### src/sv/bsm_pkg.sv
// ----------------------------------------------------------------------------
// bsm_pkg - shared types and constants of the bounding sphere merge
// Lane operation codes, square root control and the step counts of the
// bit-serial units.
// ----------------------------------------------------------------------------
package bsm_pkg;

    // Operation applied to one axis lane in a cycle
    typedef enum logic [2:0] {
        LANE_IDLE  = 3'd0,
        LANE_LOAD  = 3'd1,
        LANE_MUL   = 3'd2,
        LANE_SETF  = 3'd3,
        LANE_DIVLD = 3'd4,
        LANE_DIV   = 3'd5
    } t_lane_op;

    // Square root unit control
    typedef struct packed {
        logic load;
        logic step;
    } t_sqrt_ctl;

    // Result codes
    localparam logic [1:0] OUTCOME_KEEP    = 2'd0;
    localparam logic [1:0] OUTCOME_REPLACE = 2'd1;
    localparam logic [1:0] OUTCOME_GROW    = 2'd2;

    // Bit-serial step counts
    localparam int MUL_STEPS  = 34;  // multiplier bits of the shift-add
    localparam int ROOT_STEPS = 33;  // root bits of a 66 bit radicand
    localparam int DIV_STEPS  = 33;  // quotient bits of the axis move
    localparam int CNT_W      = 6;

endpackage

### src/sv/bsm_lane.sv
// ----------------------------------------------------------------------------
// bsm_lane - one axis of the merge
// Forms the centre difference, squares it and later scales it by
// (L + rd) / 2L with a shift-add multiplier and a restoring divider, one bit
// per cycle, then applies the move to the stored centre.
// ----------------------------------------------------------------------------
module bsm_lane (
    input  logic                i_clk,
    input  bsm_pkg::t_lane_op   i_op,
    input  logic [31:0]         i_c,
    input  logic [31:0]         i_p,
    input  logic [33:0]         i_f,
    input  logic [33:0]         i_den,
    output logic [63:0]         o_sq,
    output logic [31:0]         o_center
);

    logic [31:0] r_c;
    logic        r_neg;
    logic [31:0] r_mcand;
    logic [33:0] r_mplier;
    logic [65:0] r_acc;
    logic [33:0] r_rem;

    logic [32:0] diff;
    logic [32:0] diff_neg;
    logic [31:0] mag;
    logic [32:0] add_sum;
    logic [34:0] div_trial;
    logic [34:0] div_diff;
    logic        div_ge;

    // signed difference and its magnitude
    assign diff     = {i_p[31], i_p} - {i_c[31], i_c};
    assign diff_neg = -diff;
    assign mag      = diff[32] ? diff_neg[31:0] : diff[31:0];

    // shift-add: add the multiplicand into the top when the low bit is set
    assign add_sum = {1'b0, r_acc[65:34]} + {1'b0, (r_mplier[0] ? r_mcand : 32'd0)};

    // restoring division step
    assign div_trial = {r_rem, r_acc[32]};
    assign div_ge    = (div_trial >= {1'b0, i_den});
    assign div_diff  = div_trial - {1'b0, i_den};

    always_ff @(posedge i_clk) begin
        case (i_op)
            bsm_pkg::LANE_LOAD: begin
                r_c      <= i_c;
                r_neg    <= diff[32];
                r_mcand  <= mag;
                r_mplier <= {2'b00, mag};
                r_acc    <= '0;
            end
            bsm_pkg::LANE_MUL: begin
                r_acc    <= {add_sum, r_acc[33:1]};
                r_mplier <= {1'b0, r_mplier[33:1]};
            end
            bsm_pkg::LANE_SETF: begin
                r_mplier <= i_f;
                r_acc    <= '0;
            end
            bsm_pkg::LANE_DIVLD: begin
                r_rem <= {1'b0, r_acc[65:33]};
            end
            bsm_pkg::LANE_DIV: begin
                r_rem <= div_ge ? div_diff[33:0] : div_trial[33:0];
                r_acc <= {r_acc[65:33], r_acc[31:0], div_ge};
            end
            default: begin
            end
        endcase
    end

    // quotient never exceeds the magnitude, so 32 bits carry the move
    assign o_sq     = r_acc[63:0];
    assign o_center = r_neg ? (r_c - r_acc[31:0]) : (r_c + r_acc[31:0]);

endmodule

### src/sv/bsm_sqrt.sv
// ----------------------------------------------------------------------------
// bsm_sqrt - bit-serial integer square root
// Digit-by-digit restoring root of a 66 bit radicand, one root bit per
// cycle while step is set; flags an exact square through a zero remainder.
// ----------------------------------------------------------------------------
module bsm_sqrt (
    input  logic                i_clk,
    input  bsm_pkg::t_sqrt_ctl  i_ctl,
    input  logic [65:0]         i_radicand,
    output logic [32:0]         o_root,
    output logic                o_rem_zero
);

    logic [65:0] r_rad;
    logic [33:0] r_rem;
    logic [32:0] r_root;

    logic [35:0] trial_rem;
    logic [34:0] trial_sub;
    logic [35:0] diff;
    logic        ge;

    // bring down the next pair and try the root with a one appended
    assign trial_rem = {r_rem, r_rad[65:64]};
    assign trial_sub = {r_root, 2'b01};
    assign ge        = (trial_rem >= {1'b0, trial_sub});
    assign diff      = trial_rem - {1'b0, trial_sub};

    always_ff @(posedge i_clk) begin
        if (i_ctl.load) begin
            r_rad  <= i_radicand;
            r_rem  <= '0;
            r_root <= '0;
        end else if (i_ctl.step) begin
            r_rad  <= {r_rad[63:0], 2'b00};
            r_rem  <= ge ? diff[33:0] : trial_rem[33:0];
            r_root <= {r_root[31:0], ge};
        end
    end

    assign o_root     = r_root;
    assign o_rem_zero = (r_rem == 34'd0);

endmodule

### src/sv/bounding_sphere_merge.sv
// ----------------------------------------------------------------------------
// bounding_sphere_merge - running bounding sphere in Q16.16
// Keeps one sphere and grows it to enclose each incoming sphere, or loads the
// incoming sphere when restart is set. One item is worked on at a time. A
// restart item goes straight to the output register; a merge squares the
// centre differences in the three axis lanes, sums them, takes the square
// root and ends there on containment, while a merge that grows the sphere
// then multiplies and divides in the lanes, all in bit-serial units. The
// next input is taken while a finished result still waits in the output
// register. Every rounding is toward zero; a grown radius saturates at its
// largest value.
// ----------------------------------------------------------------------------
module bounding_sphere_merge #(
    parameter int FRAC_BITS = 16
) (
    input  logic        i_clk,
    input  logic        i_rst_n,
    input  logic        i_in_valid,
    output logic        o_in_stall,
    input  logic        i_restart,
    input  logic [31:0] i_in_center_x,
    input  logic [31:0] i_in_center_y,
    input  logic [31:0] i_in_center_z,
    input  logic [30:0] i_in_radius,
    output logic        o_out_valid,
    input  logic        i_out_stall,
    output logic [31:0] o_out_center_x,
    output logic [31:0] o_out_center_y,
    output logic [31:0] o_out_center_z,
    output logic [30:0] o_out_radius,
    output logic [1:0]  o_outcome
);

    typedef enum logic [9:0] {
        S_IDLE   = 10'b00_0000_0001,
        S_SQR    = 10'b00_0000_0010,
        S_SUM0   = 10'b00_0000_0100,
        S_SUM1   = 10'b00_0000_1000,
        S_ROOT   = 10'b00_0001_0000,
        S_DECIDE = 10'b00_0010_0000,
        S_MUL    = 10'b00_0100_0000,
        S_DIVLD  = 10'b00_1000_0000,
        S_DIV    = 10'b01_0000_0000,
        S_OUT    = 10'b10_0000_0000
    } t_state;

    localparam logic [bsm_pkg::CNT_W-1:0] MUL_LAST  =
        bsm_pkg::CNT_W'(bsm_pkg::MUL_STEPS - 1);
    localparam logic [bsm_pkg::CNT_W-1:0] ROOT_LAST =
        bsm_pkg::CNT_W'(bsm_pkg::ROOT_STEPS - 1);
    localparam logic [bsm_pkg::CNT_W-1:0] DIV_LAST  =
        bsm_pkg::CNT_W'(bsm_pkg::DIV_STEPS - 1);
    localparam logic [30:0] RADIUS_ONE = 31'(64'd1 << FRAC_BITS);

    // control
    t_state                    r_state, n_state;
    logic [bsm_pkg::CNT_W-1:0] r_cnt, n_cnt;
    logic                      r_out_valid;

    // stored sphere
    logic [31:0] r_cx, r_cy, r_cz;
    logic [30:0] r_rad;

    // item working registers
    logic [31:0] r_ix, r_iy, r_iz;
    logic [30:0] r_ir;
    logic [31:0] r_rd;
    logic [1:0]  r_outcome;
    logic [30:0] r_nr;
    logic [33:0] r_den;
    logic [65:0] r_lsq;

    // output register
    logic [31:0] r_ox, r_oy, r_oz;
    logic [30:0] r_or;
    logic [1:0]  r_oo;

    logic               in_xfer;
    logic               commit;
    bsm_pkg::t_lane_op  lane_op;
    bsm_pkg::t_sqrt_ctl sq_ctl;
    logic [63:0]        sq_x, sq_y, sq_z;
    logic [31:0]        mv_x, mv_y, mv_z;
    logic [32:0]        root;
    logic               rem_zero;
    logic [31:0]        rd_neg;
    logic [30:0]        rd_mag;
    logic               rd_pos;
    logic               contain;
    logic [33:0]        f_val;
    logic [33:0]        nr_sum;
    logic [30:0]        nr_sat;
    logic [31:0]        n_cx, n_cy, n_cz;
    logic [30:0]        n_rad;

    assign in_xfer    = i_in_valid && !o_in_stall;
    assign o_in_stall = (r_state != S_IDLE);

    // axis lanes
    bsm_lane u_lane_x (
        .i_clk    (i_clk),
        .i_op     (lane_op),
        .i_c      (r_cx),
        .i_p      (i_in_center_x),
        .i_f      (f_val),
        .i_den    (r_den),
        .o_sq     (sq_x),
        .o_center (mv_x)
    );

    bsm_lane u_lane_y (
        .i_clk    (i_clk),
        .i_op     (lane_op),
        .i_c      (r_cy),
        .i_p      (i_in_center_y),
        .i_f      (f_val),
        .i_den    (r_den),
        .o_sq     (sq_y),
        .o_center (mv_y)
    );

    bsm_lane u_lane_z (
        .i_clk    (i_clk),
        .i_op     (lane_op),
        .i_c      (r_cz),
        .i_p      (i_in_center_z),
        .i_f      (f_val),
        .i_den    (r_den),
        .o_sq     (sq_z),
        .o_center (mv_z)
    );

    // distance root
    bsm_sqrt u_sqrt (
        .i_clk      (i_clk),
        .i_ctl      (sq_ctl),
        .i_radicand (r_lsq + {2'b00, sq_z}),
        .o_root     (root),
        .o_rem_zero (rem_zero)
    );

    // containment: squared distance at most rd squared
    assign rd_neg  = -r_rd;
    assign rd_mag  = r_rd[31] ? rd_neg[30:0] : r_rd[30:0];
    assign rd_pos  = !r_rd[31] && (r_rd != 32'd0);
    assign contain = (root < {2'b00, rd_mag}) ||
                     ((root == {2'b00, rd_mag}) && rem_zero);

    // move fraction numerator and grown radius
    assign f_val  = {1'b0, root} + {{2{r_rd[31]}}, r_rd};
    assign nr_sum = {1'b0, root} + {3'b000, r_rad} + {3'b000, r_ir};
    assign nr_sat = (nr_sum[33:32] != 2'b00) ? 31'h7FFF_FFFF : nr_sum[31:1];

    // sequencer
    always_comb begin
        n_state = r_state;
        n_cnt   = r_cnt;
        lane_op = bsm_pkg::LANE_IDLE;
        sq_ctl  = '0;
        commit  = 1'b0;
        case (r_state)
            S_IDLE: begin
                if (in_xfer) begin
                    lane_op = bsm_pkg::LANE_LOAD;
                    n_cnt   = MUL_LAST;
                    n_state = i_restart ? S_OUT : S_SQR;
                end
            end
            S_SQR: begin
                lane_op = bsm_pkg::LANE_MUL;
                if (r_cnt == '0) begin
                    n_state = S_SUM0;
                end else begin
                    n_cnt = r_cnt - 1'b1;
                end
            end
            S_SUM0: begin
                n_state = S_SUM1;
            end
            S_SUM1: begin
                sq_ctl.load = 1'b1;
                n_cnt       = ROOT_LAST;
                n_state     = S_ROOT;
            end
            S_ROOT: begin
                sq_ctl.step = 1'b1;
                if (r_cnt == '0) begin
                    n_state = S_DECIDE;
                end else begin
                    n_cnt = r_cnt - 1'b1;
                end
            end
            S_DECIDE: begin
                if (contain) begin
                    n_state = S_OUT;
                end else begin
                    lane_op = bsm_pkg::LANE_SETF;
                    n_cnt   = MUL_LAST;
                    n_state = S_MUL;
                end
            end
            S_MUL: begin
                lane_op = bsm_pkg::LANE_MUL;
                if (r_cnt == '0) begin
                    n_state = S_DIVLD;
                end else begin
                    n_cnt = r_cnt - 1'b1;
                end
            end
            S_DIVLD: begin
                lane_op = bsm_pkg::LANE_DIVLD;
                n_cnt   = DIV_LAST;
                n_state = S_DIV;
            end
            S_DIV: begin
                lane_op = bsm_pkg::LANE_DIV;
                if (r_cnt == '0) begin
                    n_state = S_OUT;
                end else begin
                    n_cnt = r_cnt - 1'b1;
                end
            end
            S_OUT: begin
                if (!r_out_valid || !i_out_stall) begin
                    commit  = 1'b1;
                    n_state = S_IDLE;
                end
            end
            default: begin
                n_state = S_IDLE;
            end
        endcase
    end

    // sphere after this item
    always_comb begin
        n_cx  = r_cx;
        n_cy  = r_cy;
        n_cz  = r_cz;
        n_rad = r_rad;
        case (r_outcome)
            bsm_pkg::OUTCOME_REPLACE: begin
                n_cx  = r_ix;
                n_cy  = r_iy;
                n_cz  = r_iz;
                n_rad = r_ir;
            end
            bsm_pkg::OUTCOME_GROW: begin
                n_cx  = mv_x;
                n_cy  = mv_y;
                n_cz  = mv_z;
                n_rad = r_nr;
            end
            default: begin
            end
        endcase
    end

    // control and stored sphere
    always_ff @(posedge i_clk) begin
        if (!i_rst_n) begin
            r_state     <= S_IDLE;
            r_cnt       <= '0;
            r_out_valid <= 1'b0;
            r_cx        <= '0;
            r_cy        <= '0;
            r_cz        <= '0;
            r_rad       <= RADIUS_ONE;
        end else begin
            r_state <= n_state;
            r_cnt   <= n_cnt;
            if (commit) begin
                r_out_valid <= 1'b1;
                r_cx        <= n_cx;
                r_cy        <= n_cy;
                r_cz        <= n_cz;
                r_rad       <= n_rad;
            end else if (!i_out_stall) begin
                r_out_valid <= 1'b0;
            end
        end
    end

    // item payload and intermediate results
    always_ff @(posedge i_clk) begin
        if (in_xfer) begin
            r_ix      <= i_in_center_x;
            r_iy      <= i_in_center_y;
            r_iz      <= i_in_center_z;
            r_ir      <= i_in_radius;
            r_rd      <= {1'b0, i_in_radius} - {1'b0, r_rad};
            r_outcome <= bsm_pkg::OUTCOME_REPLACE;
        end
        if (r_state == S_SUM0) begin
            r_lsq <= {2'b00, sq_x} + {2'b00, sq_y};
        end
        if (r_state == S_DECIDE) begin
            r_den <= {root, 1'b0};
            r_nr  <= nr_sat;
            if (!contain) begin
                r_outcome <= bsm_pkg::OUTCOME_GROW;
            end else if (rd_pos) begin
                r_outcome <= bsm_pkg::OUTCOME_REPLACE;
            end else begin
                r_outcome <= bsm_pkg::OUTCOME_KEEP;
            end
        end
        if (commit) begin
            r_ox <= n_cx;
            r_oy <= n_cy;
            r_oz <= n_cz;
            r_or <= n_rad;
            r_oo <= r_outcome;
        end
    end

    assign o_out_valid    = r_out_valid;
    assign o_out_center_x = r_ox;
    assign o_out_center_y = r_oy;
    assign o_out_center_z = r_oz;
    assign o_out_radius   = r_or;
    assign o_outcome      = r_oo;

endmodule
### config.mk
export PLATFORM = sky130hd
export DESIGN_NAME = bounding_sphere_merge
export DESIGN_NICKNAME = d
export VERILOG_FILES = /design/src/sv/bsm_pkg.sv /design/src/sv/bsm_lane.sv /design/src/sv/bsm_sqrt.sv /design/src/sv/bounding_sphere_merge.sv
export SDC_FILE = /design/constraint.sdc
export NUM_CORES = 2
export LEC_CHECK = 0
export CAP_MARGIN = 20
export CORE_ASPECT_RATIO = 1.25
export CORE_MARGIN = 8
export CORE_UTILIZATION = 40
export CTS_BUF_LIST = sky130_fd_sc_hd__clkbuf_4 sky130_fd_sc_hd__clkbuf_8
export DETAILED_ROUTE_END_ITERATION = 10
export DONT_BUFFER_PORTS = 1
export GPL_TIMING_DRIVEN = 0
export PLACE_DENSITY = 0.53
export REMOVE_ABC_BUFFERS = 1
export SLEW_MARGIN = 20
export SYNTH_ARGS = -nofsm -noshare
export SYNTH_HDL_FRONTEND = slang
export SYNTH_SLANG_ARGS = --single-unit
### constraint.sdc
create_clock -name i_clk -period 11.11 [get_ports i_clk]
set_input_delay 2.222 -clock i_clk [delete_from_list [all_inputs] [get_ports i_clk]]
set_output_delay 2.222 -clock i_clk [all_outputs]
set_load 0.1 [all_outputs]
=== After elaboration in Yosys (flattened, before gate mapping) ===
Index checks and enable logic that the tools add are counted.

* Register bits: 1294
* Input bits: 132
* Output and inout bits: 131
* Word-level logic and storage cells: 188

* Order comparisons: 5
* Reduce and logical (&&, ||, !) cells: 27
* $add $sub $neg: 27
* Multiplexer cells: 55
* Eq/ne operators: 28
* Bitwise gates (word level): 1

{| class="wikitable"
|+ Operators by type and width
! operator !! count
|-
| 66-bit case mux with 3 select lines || 3
|-
| 34-bit case mux with 3 select lines || 3
|-
| 32-bit two-way mux || 9
|-
| 34-bit case mux with 2 select lines || 3
|-
| 32-bit case mux with 2 select lines || 3
|-
| 34-bit two-way mux || 4
|-
| 34-bit subtractor || 4
|-
| 66-bit two-way mux || 2
|-
| 35-bit by 34-bit greater-or-equal comparator with 1-bit output || 3
|-
| 10-bit case mux with 10 select lines || 1
|-
| 32-bit by 32-bit adder with 33-bit output || 3
|-
| 32-bit by 32-bit subtractor with 33-bit output || 3
|-
| 32-bit adder || 3
|-
| 32-bit negation || 3
|-
| 32-bit subtractor || 3
|-
| 10-bit two-way mux || 8
|-
| 66-bit by 64-bit adder with 66-bit output || 1
|-
| 64-bit by 64-bit adder with 65-bit output || 1
|-
| 31-bit case mux with 2 select lines || 1
|-
| 36-bit by 35-bit greater-or-equal comparator with 1-bit output || 1
|-
| 33-bit by 31-bit adder with 34-bit output || 1
|-
| 33-bit by 34-bit adder with 34-bit output || 1
|-
| 34-bit by 31-bit adder with 34-bit output || 1
|-
| 34-bit zero test || 1
|-
| 43 further kinds || 77
|}

=== Logic depth before layout (Yosys ltp) ===
* Depth after elaboration: 11
* Gate-level depth with buffers: 24
* Depth with buffers taken out: 23

=== By module ===
From an unflattened synthesis, not the netlist that was laid out.

* Cells, all modules: 9858
* Area total of the unflattened synthesis: 92991.7 um^2

{| class="wikitable"
|+ By module, submodules not included
! module !! cells each !! sequential area each (um^2) !! times used !! area each (um^2)
|-
| bsm_lane (u_lane_x ...) || 1886 || 5975.7 || 2 || 17143.9
|-
| bounding_sphere_merge || 3471 || 15464.8 || 1 || 34222.8
|-
| bsm_lane (u_lane_z) || 1893 || 5975.7 || 1 || 17121.4
|-
| bsm_sqrt || 722 || 3323.2 || 1 || 7359.6
|}

=== Least setup slack after synthesis ===
Ideal clock, no wire load.

* Path kind: input -> register
* Start point: input i_in_valid
* End point: register u_lane_x.r_acc[0], enable pin
* Required time: 10.649 ns
* Stages on the path: 6
* Setup slack: 2.217 ns
* Buffers on the path: 2
* Arrival time: 8.432 ns
* Library setup time: 0.461 ns
* Cells stage by stage: nand2_1 > inv_1 > nor3_1 > clkbuf_1 > clkbuf_1 > nand2_1

* Longest elaborated chain between the ends: 6
* Elaborated cells on any way between the ends: 9
* Classes of those cells: eq/ne: 4; mux: 2; reduce/logical: 3

{| class="wikitable"
|+ Ends and longest elaborated chain
! element !! line !! RTL
|-
| start, declared || bounding_sphere_merge.sv:18 || <nowiki>input logic i_in_valid,</nowiki>
|-
| 1-bit logical AND * || bounding_sphere_merge.sv:96 || <nowiki>assign in_xfer = i_in_valid && !o_in_stall;</nowiki>
|-
| named net in_xfer || bounding_sphere_merge.sv:78 || <nowiki>logic in_xfer;</nowiki>
|-
| 1-bit two-way mux * || bounding_sphere_merge.sv:163 || <nowiki>if (in_xfer) begin</nowiki>
|-
| 3-bit case mux with 5 select lines * || bounding_sphere_merge.sv:161 || <nowiki>case (r_state)</nowiki>
|-
| 3-bit by 1-bit equality test with 1-bit output / 3-bit by 2-bit equality test with 1-bit output (equally long branches) || bsm_lane.sv:47 || <nowiki>case (i_op)</nowiki>
|-
| 2-bit OR reduction (no source line) || n/a ||
|-
| 3-bit nonzero test (no source line) * || n/a ||
|-
| end signal, assigned || bsm_lane.sv:56 || <nowiki>r_acc <= {add_sum, r_acc[33:1]};</nowiki>
|-
| end signal, assigned || bsm_lane.sv:68 || <nowiki>r_acc <= {r_acc[65:33], r_acc[31:0], div_ge};</nowiki>
|-
| end, declared || bsm_lane.sv:22 || <nowiki>logic [65:0] r_acc;</nowiki>
|}

The timed path passes the listed nets; every way through them passes the cells marked *.
A chain may end at the register's enable or synchronous reset.

=== Final worst setup path ===
* Start point: register r_rd[4]
* End point: register u_lane_z.r_acc[8], data pin

* Longest elaborated chain between the ends: 10
* Elaborated cells on any way between the ends: 14
* Classes of those cells: add/sub: 1; order compare: 1; eq/ne: 5; mux: 4; reduce/logical: 3

{| class="wikitable"
|+ Ends and longest elaborated chain
! element !! line !! RTL
|-
| start, declared || bounding_sphere_merge.sv:67 || <nowiki>logic [31:0] r_rd;</nowiki>
|-
| start signal, assigned || bounding_sphere_merge.sv:291 || <nowiki>r_rd <= {1'b0, i_in_radius} - {1'b0, r_rad};</nowiki>
|-
| 31-bit negation || bounding_sphere_merge.sv:143 || <nowiki>assign rd_neg = -r_rd;</nowiki>
|-
| 31-bit two-way mux * || bounding_sphere_merge.sv:144 || <nowiki>assign rd_mag = r_rd[31] ? rd_neg[30:0] : r_rd[30:0];</nowiki>
|-
| parallel branches: the longest is 2 deep, another holds 33-bit by 31-bit < comparator with 1-bit output || n/a ||
|-
| 1-bit logical OR * || bounding_sphere_merge.sv:146 || <nowiki>assign contain = (root < {2'b00, rd_mag}) ||</nowiki>
|-
| 2-bit two-way mux * || bounding_sphere_merge.sv:194 || <nowiki>if (contain) begin</nowiki>
|-
| 3-bit case mux with 5 select lines * || bounding_sphere_merge.sv:161 ||
|-
| 3-bit by 1-bit equality test with 1-bit output / 3-bit by 2-bit equality test with 1-bit output (equally long branches) || bsm_lane.sv:47 ||
|-
| 2-bit OR reduction (no source line) || n/a ||
|-
| 66-bit case mux with 3 select lines * || bsm_lane.sv:47 ||
|-
| end signal, assigned || bsm_lane.sv:56 ||
|-
| end signal, assigned || bsm_lane.sv:68 ||
|-
| end, declared || bsm_lane.sv:22 ||
|}

Every way passes the cells marked *.

==> impl_summary.md <==
Floorplan
The number of placed I/O pins is 263. The die is 537.0 um tall. The die span in x is between 400 and 500 um.

The starting density of the core is 40.17%. The initialized floorplan defines ~190 standard-cell rows. The core region is between 0.2 and 0.25 mm^2.

The die covers 0.2325 mm^2.

Yosys
The warning count from the yosys run is 0. The synthesized design contains 1289 register bits. The cell count after synthesis came out at 9037.

The count of flip-flops with a built-in enable after synthesis is 1078. The predominant post-synthesis flop cell is sky130_fd_sc_hd__edfxtp_1. The fraction of registers with async set/reset is 0%.

In this run the cell area of the synthesized design comes to 0.08688 mm^2. The average cell area after synthesis is 9.613 um^2. Of the post-synthesis cell area, the dominant cell type holds between 30% and 40%. Yosys attributes the largest share of cell area to sky130_fd_sc_hd__edfxtp_1 37%, sky130_fd_sc_hd__ha_1 9.9%, sky130_fd_sc_hd__dfxtp_1 4.9%, sky130_fd_sc_hd__xnor2_1 4.8%, sky130_fd_sc_hd__a21oi_1 4.7%.

After synthesis, the netlist uses 99 different library cells. The sequential area share after synthesis is 42.12%. The cell accounting for the most synthesized area is sky130_fd_sc_hd__edfxtp_1.

Routing
After detailed routing, the average wire length per cell comes to between 20 and 25 um. Wires add up to 295700 um. The via-per-instance ratio is 5.821. In this run the remaining antenna-violating nets after routing total 0. The routed layout has about 71000 vias.

The DRC violation count after routing is 0. The number of iterations in the first detailed-routing pass is 8. The number of violations reported at the end of detailed-routing iteration 0 is 5094.

STA
For the finished layout, the period the worst path requires is 8.321 ns. The total of endpoints with negative setup slack in the final report is 0. Dividing the final minimum period by the clock period gives ~75%. The tightest hold path in the finished design has a slack of 0.3953 ns.

The final max-slew violation count is 0. The worst slew margin relative to its limit is 18.15%. For this run, the top clock speed supported by timing is around 120 MHz.

The number of failing hold endpoints at the final stage came to 0. Setup repair after global routing left no endpoint under its margin. The transition time at the pin with the least slew margin is roughly 1.2 ns. Between clock sinks in the finished design, the worst skew comes to 0.08195 ns.

Setup path
The worst setup path is of the flip-flop to flip-flop kind. Along the worst path, the maximum fanout reaches 13. The most numerous cell type found on the critical path is sky130_fd_sc_hd__buf_4. The category of the worst setup path launch point is a flip-flop. The required time at the worst-slack endpoint is 11.94 ns. The type of destination of the critical path is a flip-flop. The slowest cell on the critical path is sky130_fd_sc_hd__a2111oi_0. The delay contributed by the slowest stage of the critical path is 0.80 ns. The worst path arrival time is slightly above 9 ns.

Place
The global placement routability congestion is 0.9418. The placed instance count is around 12000. Port buffering added 0 buffers.

The placed wire-length estimate is 229100 um.

Cells and area
Measured on the finished design, the core utilization comes to 44.42%. Cells with a size suffix above 1 make up 6.644% of the layout. The net count of the finished layout is 9891. The layout-stage area growth over the synthesis result is 10.58%. The number of cells in the finished layout apart from fillers is 12120.

Clock tree
The total of hold buffers inserted after clock tree synthesis is 0. The root buffer cell chosen for the clock tree is sky130_fd_sc_hd__clkbuf_8. TritonCTS built the clock tree.

The number of clock sinks seen by CTS is around 1300. The H-tree depth reported by CTS is 4. The clock insertion delay at the later pin of the skew report is 1.00 ns.

The post-cts resize count is 0. The deepest clock path buffer count is 4. Post-CTS timing repair inserted 0 buffers for setup. The number of clock buffers added by TritonCTS is roughly 230. Clock-pin slew was measured on the worst setup and hold paths at 0.07 ns.

GRT
The remaining global-route overflow is 0. The first global-routing pass estimated 433400 um of wire. The overall fraction of global-route tracks in use is 24.34%. The initial antenna violation count is 24. Entering global routing, the biggest net connects 83 pins.

The number of global-route vias before repair is about 69000.

Worst hold path
The path type of the worst min-delay path is flip-flop to flip-flop.

Power and ir drop
The leakage power total is 37.87 nW. The power density relative to cell area is 270.9 mW/mm^2. The peak supply drop is 125.4 uV.

Flow run
The max capacitance violation total is 0.

Outcome
The run finished with clean final reports.
## cells by family (layout without fill, tap and decap cells)
kind of cell	count (synthesis)	after routing	synth area share (%)
AO/OA/AOI/OAI	2815	2815	20.73
XOR/XNOR	738	738	7.449
flip-flops	1289	1289	42.12
adder cells (fa/ha/maj)	732	732	10.95
multiplexers	129	129	1.499
AND/OR/NAND/NOR	2555	2555	13.87
other	0	14	0
buffers and inverters	779	953	3.377
## layout make-up
class | count | area, um^2
well taps | 2895 | 3622
clock buffers | 307 | 3850
multi-input cells | 6969 | 47580
repair buffers | 103 | 1688
fillers | 20740 | 120200
inverters | 438 | 1683
flip-flops and latches | 1289 | 36600
diodes | 14 | 35.03
clock inverters | 105 | 1008
## worst max-delay path, delay by kind of cell (launching register included)
kind	cells	cell delay [ns]
xor+xnor	1	0.18
simple gates	9	3.35
compound gates	8	2.20
fa+ha+maj	1	0.26
buf+inv	8	1.65
flops	1	0.47
## layout by cell type, fill, tap and decap left out, types with 39 or more instances in the layout
cell type	Yosys	layout
sky130_fd_sc_hd__nor2_1	619	617
sky130_fd_sc_hd__o21a_1	106	105
sky130_fd_sc_hd__nor2b_1	98	97
sky130_fd_sc_hd__clkbuf_4	0	60
sky130_fd_sc_hd__nor3_1	172	171
sky130_fd_sc_hd__o22ai_1	43	43
sky130_fd_sc_hd__dfxtp_1	211	211
sky130_fd_sc_hd__and3_1	88	88
sky130_fd_sc_hd__a22oi_1	67	67
sky130_fd_sc_hd__nand3_1	187	186
sky130_fd_sc_hd__mux2i_1	120	120
sky130_fd_sc_hd__o211ai_1	42	42
sky130_fd_sc_hd__ha_1	685	683
sky130_fd_sc_hd__and2_1	139	139
sky130_fd_sc_hd__fa_1	47	47
sky130_fd_sc_hd__a21oi_1	821	821
sky130_fd_sc_hd__a221oi_1	120	120
sky130_fd_sc_hd__edfxtp_1	1078	1078
sky130_fd_sc_hd__or3_1	55	55
sky130_fd_sc_hd__nand2b_1	91	90
sky130_fd_sc_hd__a22o_1	70	70
sky130_fd_sc_hd__o21ai_0	599	599
sky130_fd_sc_hd__nand2_1	864	858
sky130_fd_sc_hd__o21bai_1	82	82
sky130_fd_sc_hd__a211oi_1	77	76
sky130_fd_sc_hd__clkinv_2	0	39
sky130_fd_sc_hd__a21o_1	373	372
sky130_fd_sc_hd__clkbuf_8	0	247
sky130_fd_sc_hd__xnor2_1	480	475
sky130_fd_sc_hd__xor2_1	257	257
sky130_fd_sc_hd__nor4_1	41	41
sky130_fd_sc_hd__nand4_1	77	77
sky130_fd_sc_hd__inv_1	434	429
sky130_fd_sc_hd__o31ai_1	59	59
sky130_fd_sc_hd__a31oi_1	100	99
## per-stage QoR
stage / instance area (um^2) / setup TNS, ns / power, mW / worst slack, ns
2_1_floorplan: 85590 / -880.83 / 16.99 / -6.115
3_3_place_gp: 89210 / - / 21.17 / -46.04
3_5_place_dp: 91060 / 0 / 21.05 / 2.850
4_1_cts: 95920 / 0 / 26.04 / 2.751
5_1_grt: 96040 / 0 / 27.63 / 2.425
6_report: 96070 / 0 / 26.03 / 2.789
## flip-flops by register name (all words and copies together), names as in the netlist, 65 cells and up
| register | flops |
|---|---|
| u_lane_x.r_acc | 66 |
| u_lane_y.r_acc | 66 |
| u_lane_z.r_acc | 66 |
| u_sqrt.r_rad | 66 |
| r_lsq | 65 |
## layer usage
layer / global-route usage [%] / wire length, um
met1: 30.61 / 122300
met2: 40.10 / 136300
met3: 4.044 / 18680
met4: 12.91 / 18320
met5: 0 / 60
## path summary, 6_finish.rpt
| kind | from | to | slack [ns] | cells past startpoint |
|---|---|---|---|---|
| worst max register to register | r_rd[4] | u_lane_z.r_acc[8] | 2.79 | 27 |
| worst min register to register | r_cy[18] | u_lane_y.r_c[18] | 0.40 | 0 |
| worst max-delay path | r_rd[4] | u_lane_z.r_acc[8] | 2.79 | 27 |
| worst min-delay path | r_cy[18] | u_lane_y.r_c[18] | 0.40 | 0 |
## where the power goes
| part | switching [mW] | total (mW) | internal, mW |
|---|---|---|---|
| sequential | 1.32 | 8.31 | 7.00 |
| combinational | 7.93 | 12.9 | 4.92 |
| clock | 2.19 | 4.86 | 2.67 |
| total | 11.4 | 26.0 | 14.6 |
## synth_stat cells, types with 139 or more instances
library cell,instances
sky130_fd_sc_hd__a21o_1,373
sky130_fd_sc_hd__o21ai_0,599
sky130_fd_sc_hd__clkbuf_1,306
sky130_fd_sc_hd__and2_1,139
sky130_fd_sc_hd__inv_1,434
sky130_fd_sc_hd__nand2_1,864
sky130_fd_sc_hd__edfxtp_1,1078
sky130_fd_sc_hd__ha_1,685
sky130_fd_sc_hd__nand3_1,187
sky130_fd_sc_hd__nor2_1,619
sky130_fd_sc_hd__a21oi_1,821
sky130_fd_sc_hd__xor2_1,257
sky130_fd_sc_hd__xnor2_1,480
sky130_fd_sc_hd__nor3_1,172
sky130_fd_sc_hd__dfxtp_1,211
No activity file was read; power rests on OpenSTA's default activity.
